<file path="config.mk">
export PLATFORM = sky130hd
export DESIGN_NAME = tccw_ctrl
export DESIGN_NICKNAME = d
export VERILOG_FILES = /design/src/sv/tccw_pkg.sv /design/src/sv/tccw_ctrl.sv
export SDC_FILE = /design/constraint.sdc
export NUM_CORES = 1
export LEC_CHECK = 0
export ABC_CLOCK_PERIOD_IN_PS = 4050
export BUFFER_PORTS_ARGS = -buffer_cell sky130_fd_sc_hd__buf_2
export CORE_AREA = 2 2 39 41
export DETAILED_ROUTE_END_ITERATION = 8
export DIE_AREA = 0 0 41 43
export HOLD_SLACK_MARGIN = 0.03
export PLACE_DENSITY_LB_ADDON = 0.05
export RECOVER_POWER = 50
export SYNTH_ARGS = -nofsm -noshare
export SYNTH_HDL_FRONTEND = slang
export SYNTH_SLANG_ARGS = --single-unit
</file>
<file path="constraint.sdc">
create_clock -name clk_i -period 4.05 [get_ports clk_i]
set_clock_uncertainty 0.1 [all_clocks]
set_input_delay 0.2025 -clock clk_i [delete_from_list [all_inputs] [get_ports clk_i]]
set_output_delay 0.2025 -clock clk_i [all_outputs]
set_load 0.005 [all_outputs]
</file>
<file path="src/sv/tccw_pkg.sv">
package tccw_pkg;

  // Operation codes of an input item
  localparam logic [1:0] OpPut   = 2'd0;
  localparam logic [1:0] OpClear = 2'd1;
  localparam logic [1:0] OpRead  = 2'd2;

  // Character codes with special handling
  localparam logic [7:0] CharNewline   = 8'h0A;
  localparam logic [7:0] CharReturn    = 8'h0D;
  localparam logic [7:0] CharBackspace = 8'h08;
  localparam logic [7:0] CharBlank     = 8'h20;

  // Attribute after reset
  localparam logic [7:0] ResetAttr = 8'h07;

  // Register word index on the configuration port
  localparam logic RegTextAttr = 1'b0;

  // Fixed field widths
  localparam int InAddrW = 11;
  localparam int PosW    = 11;
  localparam int RowOutW = 5;
  localparam int ColOutW = 7;
  localparam int CellW   = 16;

  // Controller states
  typedef enum logic [5:0] {
    StInit = 6'b000001,
    StIdle = 6'b000010,
    StRead = 6'b000100,
    StCopy = 6'b001000,
    StFill = 6'b010000,
    StDone = 6'b100000
  } state_e;

  // Commands from controller to datapath
  typedef struct packed {
    logic accept;
    logic rd_capture;
    logic copy;
    logic fill;
    logic fill_reset;
    logic load_out;
  } cmd_t;

  // Status from datapath to controller
  typedef struct packed {
    logic start_read;
    logic start_clear;
    logic start_scroll;
    logic copy_last;
    logic fill_last;
    logic out_free;
  } status_t;

endpackage

</file>
<file path="src/sv/tccw_ctrl.sv">
module tccw_ctrl (
  input  logic              clk_i,
  input  logic              rst_ni,
  input  logic              in_valid_i,
  output logic              in_ready_o,
  input  tccw_pkg::status_t st_i,
  output tccw_pkg::cmd_t    cmd_o
);

  tccw_pkg::state_e state_q, state_d;

  // Sequence one item: start, sweep or read, then hand over the result
  always_comb begin
    state_d    = state_q;
    cmd_o      = '0;
    in_ready_o = 1'b0;
    unique case (state_q)
      tccw_pkg::StInit: begin
        cmd_o.fill       = 1'b1;
        cmd_o.fill_reset = 1'b1;
        if (st_i.fill_last) state_d = tccw_pkg::StIdle;
      end
      tccw_pkg::StIdle: begin
        in_ready_o = 1'b1;
        if (in_valid_i) begin
          cmd_o.accept = 1'b1;
          priority if (st_i.start_read)   state_d = tccw_pkg::StRead;
          else if (st_i.start_clear)      state_d = tccw_pkg::StFill;
          else if (st_i.start_scroll)     state_d = tccw_pkg::StCopy;
          else                            state_d = tccw_pkg::StDone;
        end
      end
      tccw_pkg::StRead: begin
        cmd_o.rd_capture = 1'b1;
        state_d          = tccw_pkg::StDone;
      end
      tccw_pkg::StCopy: begin
        cmd_o.copy = 1'b1;
        if (st_i.copy_last) state_d = tccw_pkg::StFill;
      end
      tccw_pkg::StFill: begin
        cmd_o.fill = 1'b1;
        if (st_i.fill_last) state_d = tccw_pkg::StDone;
      end
      tccw_pkg::StDone: begin
        if (st_i.out_free) begin
          cmd_o.load_out = 1'b1;
          state_d        = tccw_pkg::StIdle;
        end
      end
      default: state_d = tccw_pkg::StIdle;
    endcase
  end

  // Hold state; reset starts the clearing pass
  always_ff @(posedge clk_i or negedge rst_ni) begin
    if (!rst_ni) begin
      state_q <= tccw_pkg::StInit;
    end else begin
      state_q <= state_d;
    end
  end

endmodule

</file>
-- Yosys cells after proc, flatten, opt, wreduce, memory -nomap -nowiden
Index checks and enable logic that the tools add are counted.
- add/subtract/negate cells: 0
- multiply operators: 0
- div/mod/pow operators: 0
- order comparisons: 0
- equality and inequality tests: 11
- shifts and indexed selects: 0
- muxes and demuxes: 18
- bitwise gates (word level): 0
- reduce and logical (&&, ||, !) cells: 2
- operator list (kind ; number):
    2-to-1 mux 6 bit ; 8
    one-hot mux 6 bit (6 select lines) ; 1
    != test 2 bit (second input constant) ; 5
    2-to-1 mux 1 bit ; 9
    equality test 6 x 1 -> 1 bit (second input constant) ; 1
    equality test 6 x 2 -> 1 bit (second input constant) ; 1
    equality test 6 x 3 -> 1 bit (second input constant) ; 1
    equality test 6 x 4 -> 1 bit (second input constant) ; 1
    equality test 6 x 5 -> 1 bit (second input constant) ; 1
    equality test 6 bit (second input constant) ; 1
    AND reduction 5 bit ; 1
    OR reduction 2 bit ; 1
- register bits: 6
- bits in latches: 0
- RAM bits: 0
- bits in read-only memories: 0
- bits of input ports: 9
- output and inout bits: 7
- word-level logic and storage cells: 32
- memories kept: 0

-- Longest topological paths before layout
Gate-level depths: netlist of the first run.
- depth in word-level cells: 5
- depth in mapped cells: 4
- mapped depth without buffers: 4

-- Least setup slack after synthesis of the first run
No wires, ideal clock.
- path kind: register to output
- start point: reg state_q[4]
- end point: out cmd_o[5] (netlist name)
- arrival time: 1445 ps
- required time: 3748 ps
- slack: 2303 ps
- stages on the path, launching flop included: 5
- buffers on the path: 0
- cells stage by stage: dfrtp_1 > or4_4 > or2_4 > inv_1 > and2_1
- RTL lines (item ; RTL line ; source):
    start, declared ; tccw_ctrl.sv:10 ; tccw_pkg::state_e state_q, state_d;
    start signal, assigned ; tccw_ctrl.sv:58 ; state_q <= tccw_pkg::StInit;
    start signal, assigned ; tccw_ctrl.sv:60 ; state_q <= state_d;
    end, declared ; tccw_ctrl.sv:7 ; output tccw_pkg::cmd_t cmd_o

==> results of run 1 <==
[routing by layer]
layer	share of wire	up-vias	GRT usage	wire [um]
met4	0	0	0.0800	0
met1	0.43	205	0.208	508
met5	0	-	0	0
met2	0.51	12	0.222	601
met3	0.050	0	0.0471	58
li1	-	224	-	-
[through the flow]
step | total power, W | instances | hold WS, ns | cell area (sq um)
floorplan | 0.000267 | 47 | -0.193 | 424
global placement | 0.000341 | 78 | -0.0685 | 519
detailed placement | 0.000330 | 78 | -0.0645 | 519
CTS | 0.000401 | 84 | 0.0809 | 566
global route | 0.000427 | 84 | 0.0834 | 564
finish | 0.000396 | 84 | 0.0911 | 564
[cell families after synthesis]
group	Yosys count	synth area share
compound gates	7	0.130
simple gates	31	0.475
flops	6	0.357
xor+xnor	1	0.0207
buf+inv	2	0.0177
[synth_stat cells]
library cell | instances | area share
sky130_fd_sc_hd__nor4_2 | 1 | 0.029
sky130_fd_sc_hd__o22ai_1 | 1 | 0.015
sky130_fd_sc_hd__and4_1 | 2 | 0.041
sky130_fd_sc_hd__nor2_1 | 7 | 0.062
sky130_fd_sc_hd__nor2b_1 | 1 | 0.015
sky130_fd_sc_hd__xor2_1 | 1 | 0.021
sky130_fd_sc_hd__o211a_1 | 1 | 0.024
sky130_fd_sc_hd__a31o_2 | 1 | 0.021
sky130_fd_sc_hd__inv_1 | 2 | 0.018
sky130_fd_sc_hd__and4b_1 | 1 | 0.024
sky130_fd_sc_hd__nor3_1 | 4 | 0.047
sky130_fd_sc_hd__nor4_1 | 2 | 0.029
sky130_fd_sc_hd__or2_4 | 1 | 0.021
sky130_fd_sc_hd__dfrtp_1 | 5 | 0.29
sky130_fd_sc_hd__a22oi_1 | 1 | 0.018
sky130_fd_sc_hd__nand2_1 | 1 | 0.0088
sky130_fd_sc_hd__nand3_1 | 2 | 0.024
sky130_fd_sc_hd__nand4b_1 | 1 | 0.021
sky130_fd_sc_hd__nand2b_1 | 2 | 0.029
sky130_fd_sc_hd__dfstp_2 | 1 | 0.062
sky130_fd_sc_hd__or4_4 | 1 | 0.027
sky130_fd_sc_hd__and4bb_2 | 1 | 0.029
sky130_fd_sc_hd__and3_1 | 2 | 0.029
sky130_fd_sc_hd__a32o_1 | 1 | 0.024
sky130_fd_sc_hd__a21boi_0 | 1 | 0.018
sky130_fd_sc_hd__o21ai_1 | 1 | 0.012
sky130_fd_sc_hd__or4b_2 | 1 | 0.024
sky130_fd_sc_hd__and2_1 | 1 | 0.015
[report_power, final]
part | switching, W | internal [W]
clock | 0.0000240 | 0.0000375
sequential | 0.0000362 | 0.0000810
combinational | 0.000111 | 0.000107
total | 0.000171 | 0.000225
[cell type report]
type	instances	area share
Timing Repair Buffer	17	0.166
Inverter	2	0.0133
Multi-Input combinational cell	39	0.470
Tap cell	16	0.0355
Clock buffer	4	0.0466
Sequential cell	6	0.268
[worst reg2reg max path, stage by stage (launching register included)]
cell and delay [ns]:
sky130_fd_sc_hd__dfrtp_1 0.45, sky130_fd_sc_hd__or4_4 0.59, sky130_fd_sc_hd__nor3_1 0.24, sky130_fd_sc_hd__nor3_1 0.14
sky130_fd_sc_hd__a31o_2 0.24
[path summary, 6_finish.rpt]
| kind | startpoint | end | slack, ns | cells after the start |
|---|---|---|---|---|
| min in group asynchronous | rst_ni | state_q[1] | 0.26 | 2 |
| setup reg to reg | state_q[4] | state_q[3] | 2.19 | 4 |
| setup / recovery | state_q[4] | cmd_o[5] | 1.88 | 5 |
| hold / removal | in_valid_i | state_q[1] | 0.09 | 2 |
| max in group asynchronous | rst_ni | state_q[0] | 3.29 | 2 |
| hold reg to reg | state_q[4] | state_q[4] | 0.58 | 1 |
[what timing repair did]
action                                 in CTS  in global routing
gates resized for setup                     0                  0
setup endpoints to repair                   0                  0
hold buffers                                2                  0
buffers inserted                            0                  0
endpoints found under the hold margin       7                  0
==> implementation parameters, run 1 <==
Parameter                              Value

Timing
  Number of hold violations in the final report    0
  Final worst path period need    ~2.2 ns
  RSZ-0062 raised after global routing    false
  Accumulated negative setup slack    0 ns
  Final setup violating endpoints    0
  F_max    462 MHz
  Final worst-path setup slack    around 1.9 ns
  Transition time of the tightest slew-check pin    0.455 ns
  Final Slew Violations    0
  Period utilization    0.535
  Worst relative slew slack    0.694

Worst setup path
  Launching element type of the critical path    register
  Crit-path max FO    8
  Worst Path Class, Setup    reg -> out
  Worst-path cell with the longest stage delay    sky130_fd_sc_hd__or4_4
  Crit-path max cell delay    just under 0.6 ns
  Kind of end point of the critical path    output pin
  Data required time of the worst path    roughly 3.8 ns
  Count of buffering cells on the critical path with inverters included    2
  Cell chain of the critical path    or4_4, or2_4, inv_1, and2_1, buf_2
  Cell type group with the largest total delay on the critical path    simple AND/OR/NAND/NOR gates
  Crit path arrival time    roughly 1.9 ns

Cells and area
  Register with the most flip-flops    state_q
  Registers with the most flip-flops    state_q (6)
  Most frequent standard cell in the layout excluding fill and tap cells    sky130_fd_sc_hd__buf_2
  Post-layout nets    78
  Sequential cell area    151 sq um
  Filler instances    between 150 and 200
  Area of combinational cells with multiple inputs    around 270 sq um
  Layout overhead on the synthesized area    33.0%
  Core Util, Final    0.408
  Ratio of cells with drive above 1 in the final layout    0.353
  Flip-flop count of the largest register after layout    6
  Diode insertion count for antenna repair    0
  Highest-count cells in the layout ignoring fill and taps    sky130_fd_sc_hd__buf_2 (14), sky130_fd_sc_hd__nor2_1 (7), sky130_fd_sc_hd__dfrtp_1 (5)

Route
  Detailed-route wire length    1.17 mm
  Routed length per placed instance    ~14 um
  First-pass iteration count of the detailed router    4
  DRC violation total after the first TritonRoute iteration    6
  Vias    441
  Residual DRC count    0
  Vias per inst    approximately 5.3
  Number of antenna-violating nets in the routed design    0

Floorplan
  Total Die Area    approximately 1800 sq um
  Starting density of the core    0.307
  Cell row count    14
  I/O pin cnt    16
  Overall die height    between 40 and 50 um
  DIE WIDTH    41 um
  Core box area    1380 sq um

Placed design
  Worst slack at placement    ~2.2 ns
  Port Buffers    15
  GPL Wtd Cong    between 0.7 and 0.8
  Detailed-placement wirelength estimate    between 800 and 900 um

Outcome
  Outcome    finished clean

Synthesis
  Post-Syn Nets    between 50 and 60
  Number of instances in the synthesized netlist    between 40 and 50
  Share of the yosys chip area belonging to registers    0.357
  Flops & latches, synth    6
  Yosys synthesis warning count    0
  Combined area of all synthesized cells    between 400 and 500 sq um
  Synthesized area divided by synthesized cell count    ~9.0 sq um
  Number of distinct standard cells referenced by the synthesized netlist    28

Clocking
  Clock tree root buffer cell    sky130_fd_sc_hd__clkbuf_4
  Clock latency on the worst-skew pair    0.25 ns
  Clock buffer count from CTS    3
  TritonCTS clock tree    done
  Number of H-tree levels    1
  Register clock-pin slew on the reported worst setup and hold paths    roughly 0.05 ns
  Clock buffer depth    2
  Number of sinks on the clock net    6

Global route
  Maximum number of pins on one net before global-route repair    10
  First-pass GRT wire length    1.80 mm
  Tot GR Track Use    0.157
  Overall overflow remaining after global route    0
  Vias in the first global route    about 390
  Antenna violations before repair    0

Pwr
  Leakage power summed over all cells    0.290 nW
  Pwr Density    around 700 nW/um^2
  Maximum VDD drop    between 300 and 400 uV

Run
  Number of max-capacitance violations reported    0

Min path
  Worst min-delay path class    in -> reg
No activity file was read; power rests on OpenSTA's default activity.
==> run 2, diff against run 1 <==
ABC_CLOCK_PERIOD_IN_PS = 2200   (was 4050)
clock period = 2.2 ns   (was 4.05 ns; I/O delays follow)
==> run 2 against run 1 <==
Net effect:
- worst hold slack got worse by 0.034 ns
- combinational power up 84%
- final cell count up 2.4%
- via count grew 2.9%
- die area unchanged
- register-to-register slack got worse by 1.9 ns
- first-iteration DRC count unchanged
- sequential share of layout area is 0.86 points lower
- critical path depth unchanged
- critical path type unchanged
- largest power group unchanged
==> implementation parameters, run 2 (synthesis results as in run 1) <==
Parameter                              Value

Global route
  Tot GR Track Use    0.157 (+0.000159)
  Maximum number of pins on one net before global-route repair    10 (unchanged)
  First-pass GRT wire length    1.85 mm (+2.7%)
  Vias in the first global route    436 (+12%)
  Antenna violations before repair    0 (unchanged)
  Overall overflow remaining after global route    0 (unchanged)

Timing
  Number of hold violations in the final report    0 (unchanged)
  Period utilization    0.948
  Hold slack    0.0566 ns (-0.0345 ns)
  Final worst-path setup slack    0.115 ns (-1.77 ns)
  Accumulated negative setup slack    0 ns (unchanged)
  F_max    480 MHz
  Final Slew Violations    0 (unchanged)
  Transition time of the tightest slew-check pin    0.478 ns (+0.0228 ns)
  RSZ-0062 raised after global routing    false
  Worst relative slew slack    0.679 (-0.0153)
  Final worst path period need    around 2.1 ns
  Final setup violating endpoints    0 (unchanged)

Placed design
  GPL Wtd Cong    0.713 (-0.11%)
  Placed instance area    519 sq um (unchanged)
  Port Buffers    15 (unchanged)
  Worst slack at placement    0.376 ns (-1.78 ns)
  Detailed-placement wirelength estimate    849 um (-1.8%)

Worst setup path
  Kind of end point of the critical path    output pin
  Crit-path max FO    8 (unchanged)
  Reg2Reg Depth    4 (unchanged)
  Reg-to-reg critical path startpoint    state_q[4]
  Launching element type of the critical path    register
  Reg-to-reg slack, setup    0.32 ns (-1.87 ns)
  Data required time of the worst path    1.99 ns (-1.76 ns)
  Worst Path Class, Setup    reg -> out
  Crit path arrival time    1.87 ns (about the same)
  End of the worst register-to-register path    state_q[3]

Cells and area
  Layout overhead on the synthesized area    37.5%
  Final cell area excluding filler cells    583 sq um (+3.3%)
  Registers with the most flip-flops    state_q (6)
  Most frequent standard cell in the layout excluding fill and tap cells    sky130_fd_sc_hd__buf_2
  Post-layout nets    80 (+2.6%)
  Filler instances    149 (-1.3%)
  Diode insertion count for antenna repair    0 (unchanged)
  Register with the most flip-flops    state_q
  Highest-count cells in the layout ignoring fill and taps    sky130_fd_sc_hd__buf_2 (13), sky130_fd_sc_hd__nor2_1 (7), sky130_fd_sc_hd__dfrtp_1 (5)
  Ratio of cells with drive above 1 in the final layout    0.329 (-0.0244)
  Flip-flop count of the largest register after layout    6 (unchanged)

Clocking
  Clock tree root buffer cell    sky130_fd_sc_hd__clkbuf_4
  Number of H-tree levels    1 (unchanged)
  Clock buffer count from CTS    3 (unchanged)
  Clock buffer depth    2 (unchanged)
  Register clock-pin slew on the reported worst setup and hold paths    0.05 ns (about the same)
  Clock latency on the worst-skew pair    0.25 ns (about the same)
  Number of sinks on the clock net    6 (unchanged)
  TritonCTS clock tree    done

Route
  Vias per inst    5.28 (+0.55%)
  Number of antenna-violating nets in the routed design    0 (unchanged)
  Met1 wire length    531 um (+4.5%)
  First-pass iteration count of the detailed router    3 (-1)
  DR WL met3    52 um (-10%)
  Detailed route wirelength on metal2    537 um (-11%)
  Routed length per placed instance    13.3 um (-4.6%)
  Vias    454 (+2.9%)
  Residual DRC count    0 (unchanged)
  Detailed-route wire length    1.14 mm (-2.3%)
  DRC violation total after the first TritonRoute iteration    6 (unchanged)
  Uppermost layer routed    met4

Min path
  Cell depth of the worst min-delay path    2 (unchanged)
  Worst min-delay path class    in -> reg
  Worst hold path endpoint    state_q[2]
  Hold Crit Start    st_i[5]

Floorplan
  Cell row count    14 (unchanged)
  I/O pin cnt    16 (unchanged)
  Core box area    1380 sq um (unchanged)
  Overall die height    43 um (unchanged)
  DIE WIDTH    41 um (unchanged)
  Starting density of the core    0.307 (unchanged)
  Total Die Area    1760 sq um (unchanged)

Run
  Number of max-capacitance violations reported    0 (unchanged)

Outcome
  Outcome    finished clean

Pwr
  Power Total    0.000735 W (+86%)
  Leakage power summed over all cells    0.294 nW (+1.4%)
  Maximum VDD drop    507 uV (+37%)
  Pwr Density    1260 nW/um^2 (+80%)
[run 2: worst max-delay path by stage]
stage / endpoint / slack, ns / from / cells after the start
after floorplan: state_q[3] / 0.50 / state_q[4] / 4
final: cmd_o[5] / 0.12 / state_q[4] / 5
after global placement: state_q[3] / 0.34 / state_q[4] / 4
after detailed placement: state_q[3] / 0.38 / state_q[4] / 4
after CTS: cmd_o[5] / 0.11 / state_q[4] / 5
after global routing: cmd_o[5] / 0.05 / state_q[4] / 5
[run 2: final cells by class]
| type | count | area [sq um] | area share |
|---|---|---|---|
| clock buffers | 4 | 26.3 | 0.0451 |
| inverters | 2 | 7.51 | 0.0129 |
| flip-flops and latches | 6 | 151 | 0.260 |
| multi-input cells | 39 | 265 | 0.455 |
| well taps | 16 | 20.0 | 0.0343 |
| repair buffers | 19 | 113 | 0.193 |
[run 2: repair_timing]
item	CTS	global route
hold endpoints to repair	9	0
gates resized for setup	0	0
buffers inserted	0	0
hold buffers	4	0
[run 2: report_power, final]
| group | switching, W | internal [W] |
|---|---|---|
| Sequential | 0.0000717 | 0.000149 |
| Clock | 0.0000440 | 0.0000689 |
| Combinational | 0.000204 | 0.000198 |
| Total | 0.000319 | 0.000416 |
[run 2: critical path, cell delays in order, from the launching register on]
cell and delay (ns):
sky130_fd_sc_hd__dfrtp_1 0.46, sky130_fd_sc_hd__or4_4 0.58, sky130_fd_sc_hd__or2_4 0.27, sky130_fd_sc_hd__inv_1 0.09, sky130_fd_sc_hd__and2_1 0.12, sky130_fd_sc_hd__buf_2 0.10
[run 2: through the flow]
step                      std cells   util
after detailed placement         78  0.375
after CTS                        86  0.423
after global routing             86  0.421
after floorplan                  47      -
final                            86  0.421
after global placement           78  0.375
[run 2: layer usage]
| layer | track usage | vias to the layer above |
|---|---|---|
| met3 | 0.0471 | 2 |
| met4 | 0.100 | 0 |
| met2 | 0.209 | 14 |
| met1 | 0.212 | 210 |
| li1 | - | 228 |
| met5 | 0 | - |
==> run 3, diff against run 2 <==
==> constraint.sdc (replaced) <==
create_clock -name clk_i -period 2.2 [get_ports clk_i]
set_clock_uncertainty 0.1 [all_clocks]
set_input_delay 0.44 -clock clk_i [delete_from_list [all_inputs] [get_ports clk_i]]
set_output_delay 0.44 -clock clk_i [all_outputs]
set_load 0.005 [all_outputs]
==> run 3 against run 2 <==
Net effect:
- the flow now finishes with violations (negative setup slack)
- via count is 4.0% higher
- global-route usage down 0.49 points
- total power rose by 16%
- combinational power rose by 40%
- sequential share of layout area is 0.91 points lower
- wire length is 4.1% higher
- sequential power down 20%
- clock power about the same
- first-iteration DRC count is 67% higher
- critical path depth unchanged
- clock-buffer cell count did not move
==> implementation parameters, run 3 (synthesis results as in run 1) <==
Parameter                              Value

Floorplan
  Cell row count    14 (unchanged)
  Starting density of the core    0.307 (unchanged)
  Total Die Area    1760 sq um (unchanged)
  DIE WIDTH    41 um (unchanged)
  Core box area    1380 sq um (unchanged)
  I/O pin cnt    16 (unchanged)
  Overall die height    43 um (unchanged)

Timing
  Final worst-path setup slack    -0.0200 ns (-0.135 ns)
  Worst relative slew slack    0.709 (+0.0299)
  Period utilization    1.01 (+0.0614)
  Number of hold violations in the final report    0 (unchanged)
  RSZ-0062 raised after global routing    true
  Final setup violating endpoints    1 (+1)
  F_max    450 MHz (-6.1%)
  Final Slew Violations    0 (unchanged)
  Transition time of the tightest slew-check pin    0.433 ns (-0.0444 ns)
  Final worst path period need    2.22 ns (+0.135 ns)
  Hold slack    0.218 ns (+0.161 ns)

Route
  Vias per inst    5.30 (+0.46%)
  Routed length per placed instance    13.3 um (+0.61%)
  Residual DRC count    0 (unchanged)
  Vias    472 (+4.0%)
  Number of antenna-violating nets in the routed design    0 (unchanged)
  DRC violation total after the first TritonRoute iteration    10 (+4)
  First-pass iteration count of the detailed router    4 (+1)
  Detailed-route wire length    1.19 mm (+4.1%)

Global route
  Tot GR Track Use    0.152 (-0.00491)
  Overall overflow remaining after global route    0 (unchanged)
  Vias in the first global route    397 (-8.9%)
  First-pass GRT wire length    1.75 mm (-5.6%)
  Antenna violations before repair    0 (unchanged)
  Maximum number of pins on one net before global-route repair    9 (-1)

Pwr
  Leakage power summed over all cells    0.314 nW (+6.9%)
  Pwr Density    1410 nW/um^2 (+12%)
  Clock power frac    0.134 (-0.020)
  Flop pwr share    0.208 (-0.092)
  Maximum VDD drop    551 uV (+8.7%)
  Switching fraction of total power    0.400 (-0.0341)
  Switching Power    0.000341 W (+6.9%)
  Internal power contribution    0.000512 W (+23%)
  Combinational cell fraction of total power    0.658 (+0.112)

Placed design
  Port Buffers    15 (unchanged)
  GPL Wtd Cong    0.730 (+2.3%)
  Worst slack at placement    0.190 ns (-0.187 ns)

Min path
  Worst min-delay path class    in -> reg
  Hold Crit Start    st_i[1]

Clocking
  Clock latency on the worst-skew pair    0.25 ns (about the same)
  Clock buffer count from CTS    3 (unchanged)
  Register clock-pin slew on the reported worst setup and hold paths    0.05 ns (about the same)
  Clock buffer depth    2 (unchanged)
  Clock tree root buffer cell    sky130_fd_sc_hd__clkbuf_4
  Number of H-tree levels    1 (unchanged)
  Number of sinks on the clock net    6 (unchanged)
  TritonCTS clock tree    done

Worst setup path
  Reg-to-reg slack, setup    0.28 ns (-0.04 ns)
  Worst-path cell with the longest stage delay    sky130_fd_sc_hd__or4_4
  Worst Path Class, Setup    reg -> out
  Startpoint of the worst setup timing path    state_q[4]
  Launching element type of the critical path    register
  Cell chain of the critical path    or4_4, or2_4, inv_2, and2_4, buf_6
  Reg-to-reg critical path startpoint    state_q[4]
  Data required time of the worst path    1.66 ns (-0.33 ns)
  Crit path arrival time    1.68 ns (-0.19 ns)
  Count of buffering cells on the critical path with inverters included    2 (unchanged)
  Crit-path max cell delay    0.53 ns (-0.05 ns)
  Crit-path max FO    3 (-5)
  Cell type group with the largest total delay on the critical path    simple AND/OR/NAND/NOR gates
  Kind of end point of the critical path    output pin

Cells and area
  Filler instances    143 (-4.0%)
  Registers with the most flip-flops    state_q (6)
  Flip-flop count of the largest register after layout    6 (unchanged)
  Register with the most flip-flops    state_q
  Layout overhead on the synthesized area    42.5%
  Post-layout nets    83 (+3.8%)
  Most frequent standard cell in the layout excluding fill and tap cells    sky130_fd_sc_hd__buf_2
  Ratio of cells with drive above 1 in the final layout    0.425 (+0.0961)
  Area of combinational cells with multiple inputs    268 sq um (+0.94%)
  Highest-count cells in the layout ignoring fill and taps    sky130_fd_sc_hd__buf_2 (13), sky130_fd_sc_hd__nor2_1 (7), sky130_fd_sc_hd__buf_4 (5), sky130_fd_sc_hd__dfrtp_1 (5), sky130_fd_sc_hd__nor3_1 (4)
  Sequential cell area    151 sq um (unchanged)
  Diode insertion count for antenna repair    0 (unchanged)

Outcome
  Failing checks    negative setup slack
  Outcome    complete, but fails checks

Run
  Number of max-capacitance violations reported    0 (unchanged)
-- run 3: final timing paths --
| kind | endpoint | depth (start not counted) |
|---|---|---|
| min reg2reg | state_q[0] | 2 |
| min | state_q[0] | 2 |
| min in group asynchronous | state_q[1] | 2 |
| max in group asynchronous | state_q[0] | 2 |
| max reg2reg | state_q[1] | 4 |
| max | cmd_o[5] | 5 |
-- run 3: worst register-to-register path, stage by stage, from the launching register on --
cell and delay, ns:
sky130_fd_sc_hd__dfrtp_1 0.37, sky130_fd_sc_hd__buf_4 0.16, sky130_fd_sc_hd__or4b_2 0.66, sky130_fd_sc_hd__a21boi_0 0.33, sky130_fd_sc_hd__o22ai_1 0.16
-- run 3: timing repair --
action,4_1_cts,5_1_grt
pin swaps,3,2
gates resized for setup,1,2
setup buffers,3,0
hold buffers,1,0
endpoints found under the setup margin,1,1
endpoints found under the hold margin,5,0
-- run 3: per-layer routing --
metal  wire length, um  vias to the layer above  part of all wire  track usage
li1                  -                      234                 -            -
met1               543                      215              0.46        0.196
met2               566                       23              0.48        0.219
met3                78                        0             0.066       0.0785
met4                 0                        0                 0       0.0400
met5                 0                        -                 0            0
-- run 3: per-stage QoR --
stage / TNS, ns / instance area [sq um] / std cells / util / total power [W]
final: -0.0200 / 604 / 89 / 0.437 / 0.000853
after global routing: -0.0829 / 604 / 89 / 0.437 / 0.000926
after CTS: -0.0394 / 601 / 89 / 0.434 / 0.000840
after detailed placement: 0 / 542 / 81 / 0.392 / 0.000651
after global placement: 0 / 542 / 81 / 0.392 / 0.000661
after floorplan: 0 / 424 / 47 / - / 0.000491
-- run 3: power groups by stage --
| stage | Clock [W] | Sequential (W) | Combinational, W |
|---|---|---|---|
| 6_report | 0.000114 | 0.000177 | 0.000562 |
| 5_1_grt | 0.000130 | 0.000181 | 0.000615 |
| 4_1_cts | 0.000120 | 0.000177 | 0.000543 |
| 3_5_place_dp | 0 | 0.000181 | 0.000469 |
| 3_3_place_gp | 0 | 0.000181 | 0.000480 |
| 2_1_floorplan | 0 | 0.000199 | 0.000292 |
-- run 3: area by class of cell --
cell class / count / share of cell area
well taps: 16 / 0.0331
flip-flops and latches: 6 / 0.251
inverters: 2 / 0.0124
repair buffers: 22 / 0.217
clock buffers: 4 / 0.0435
multi-input cells: 39 / 0.443
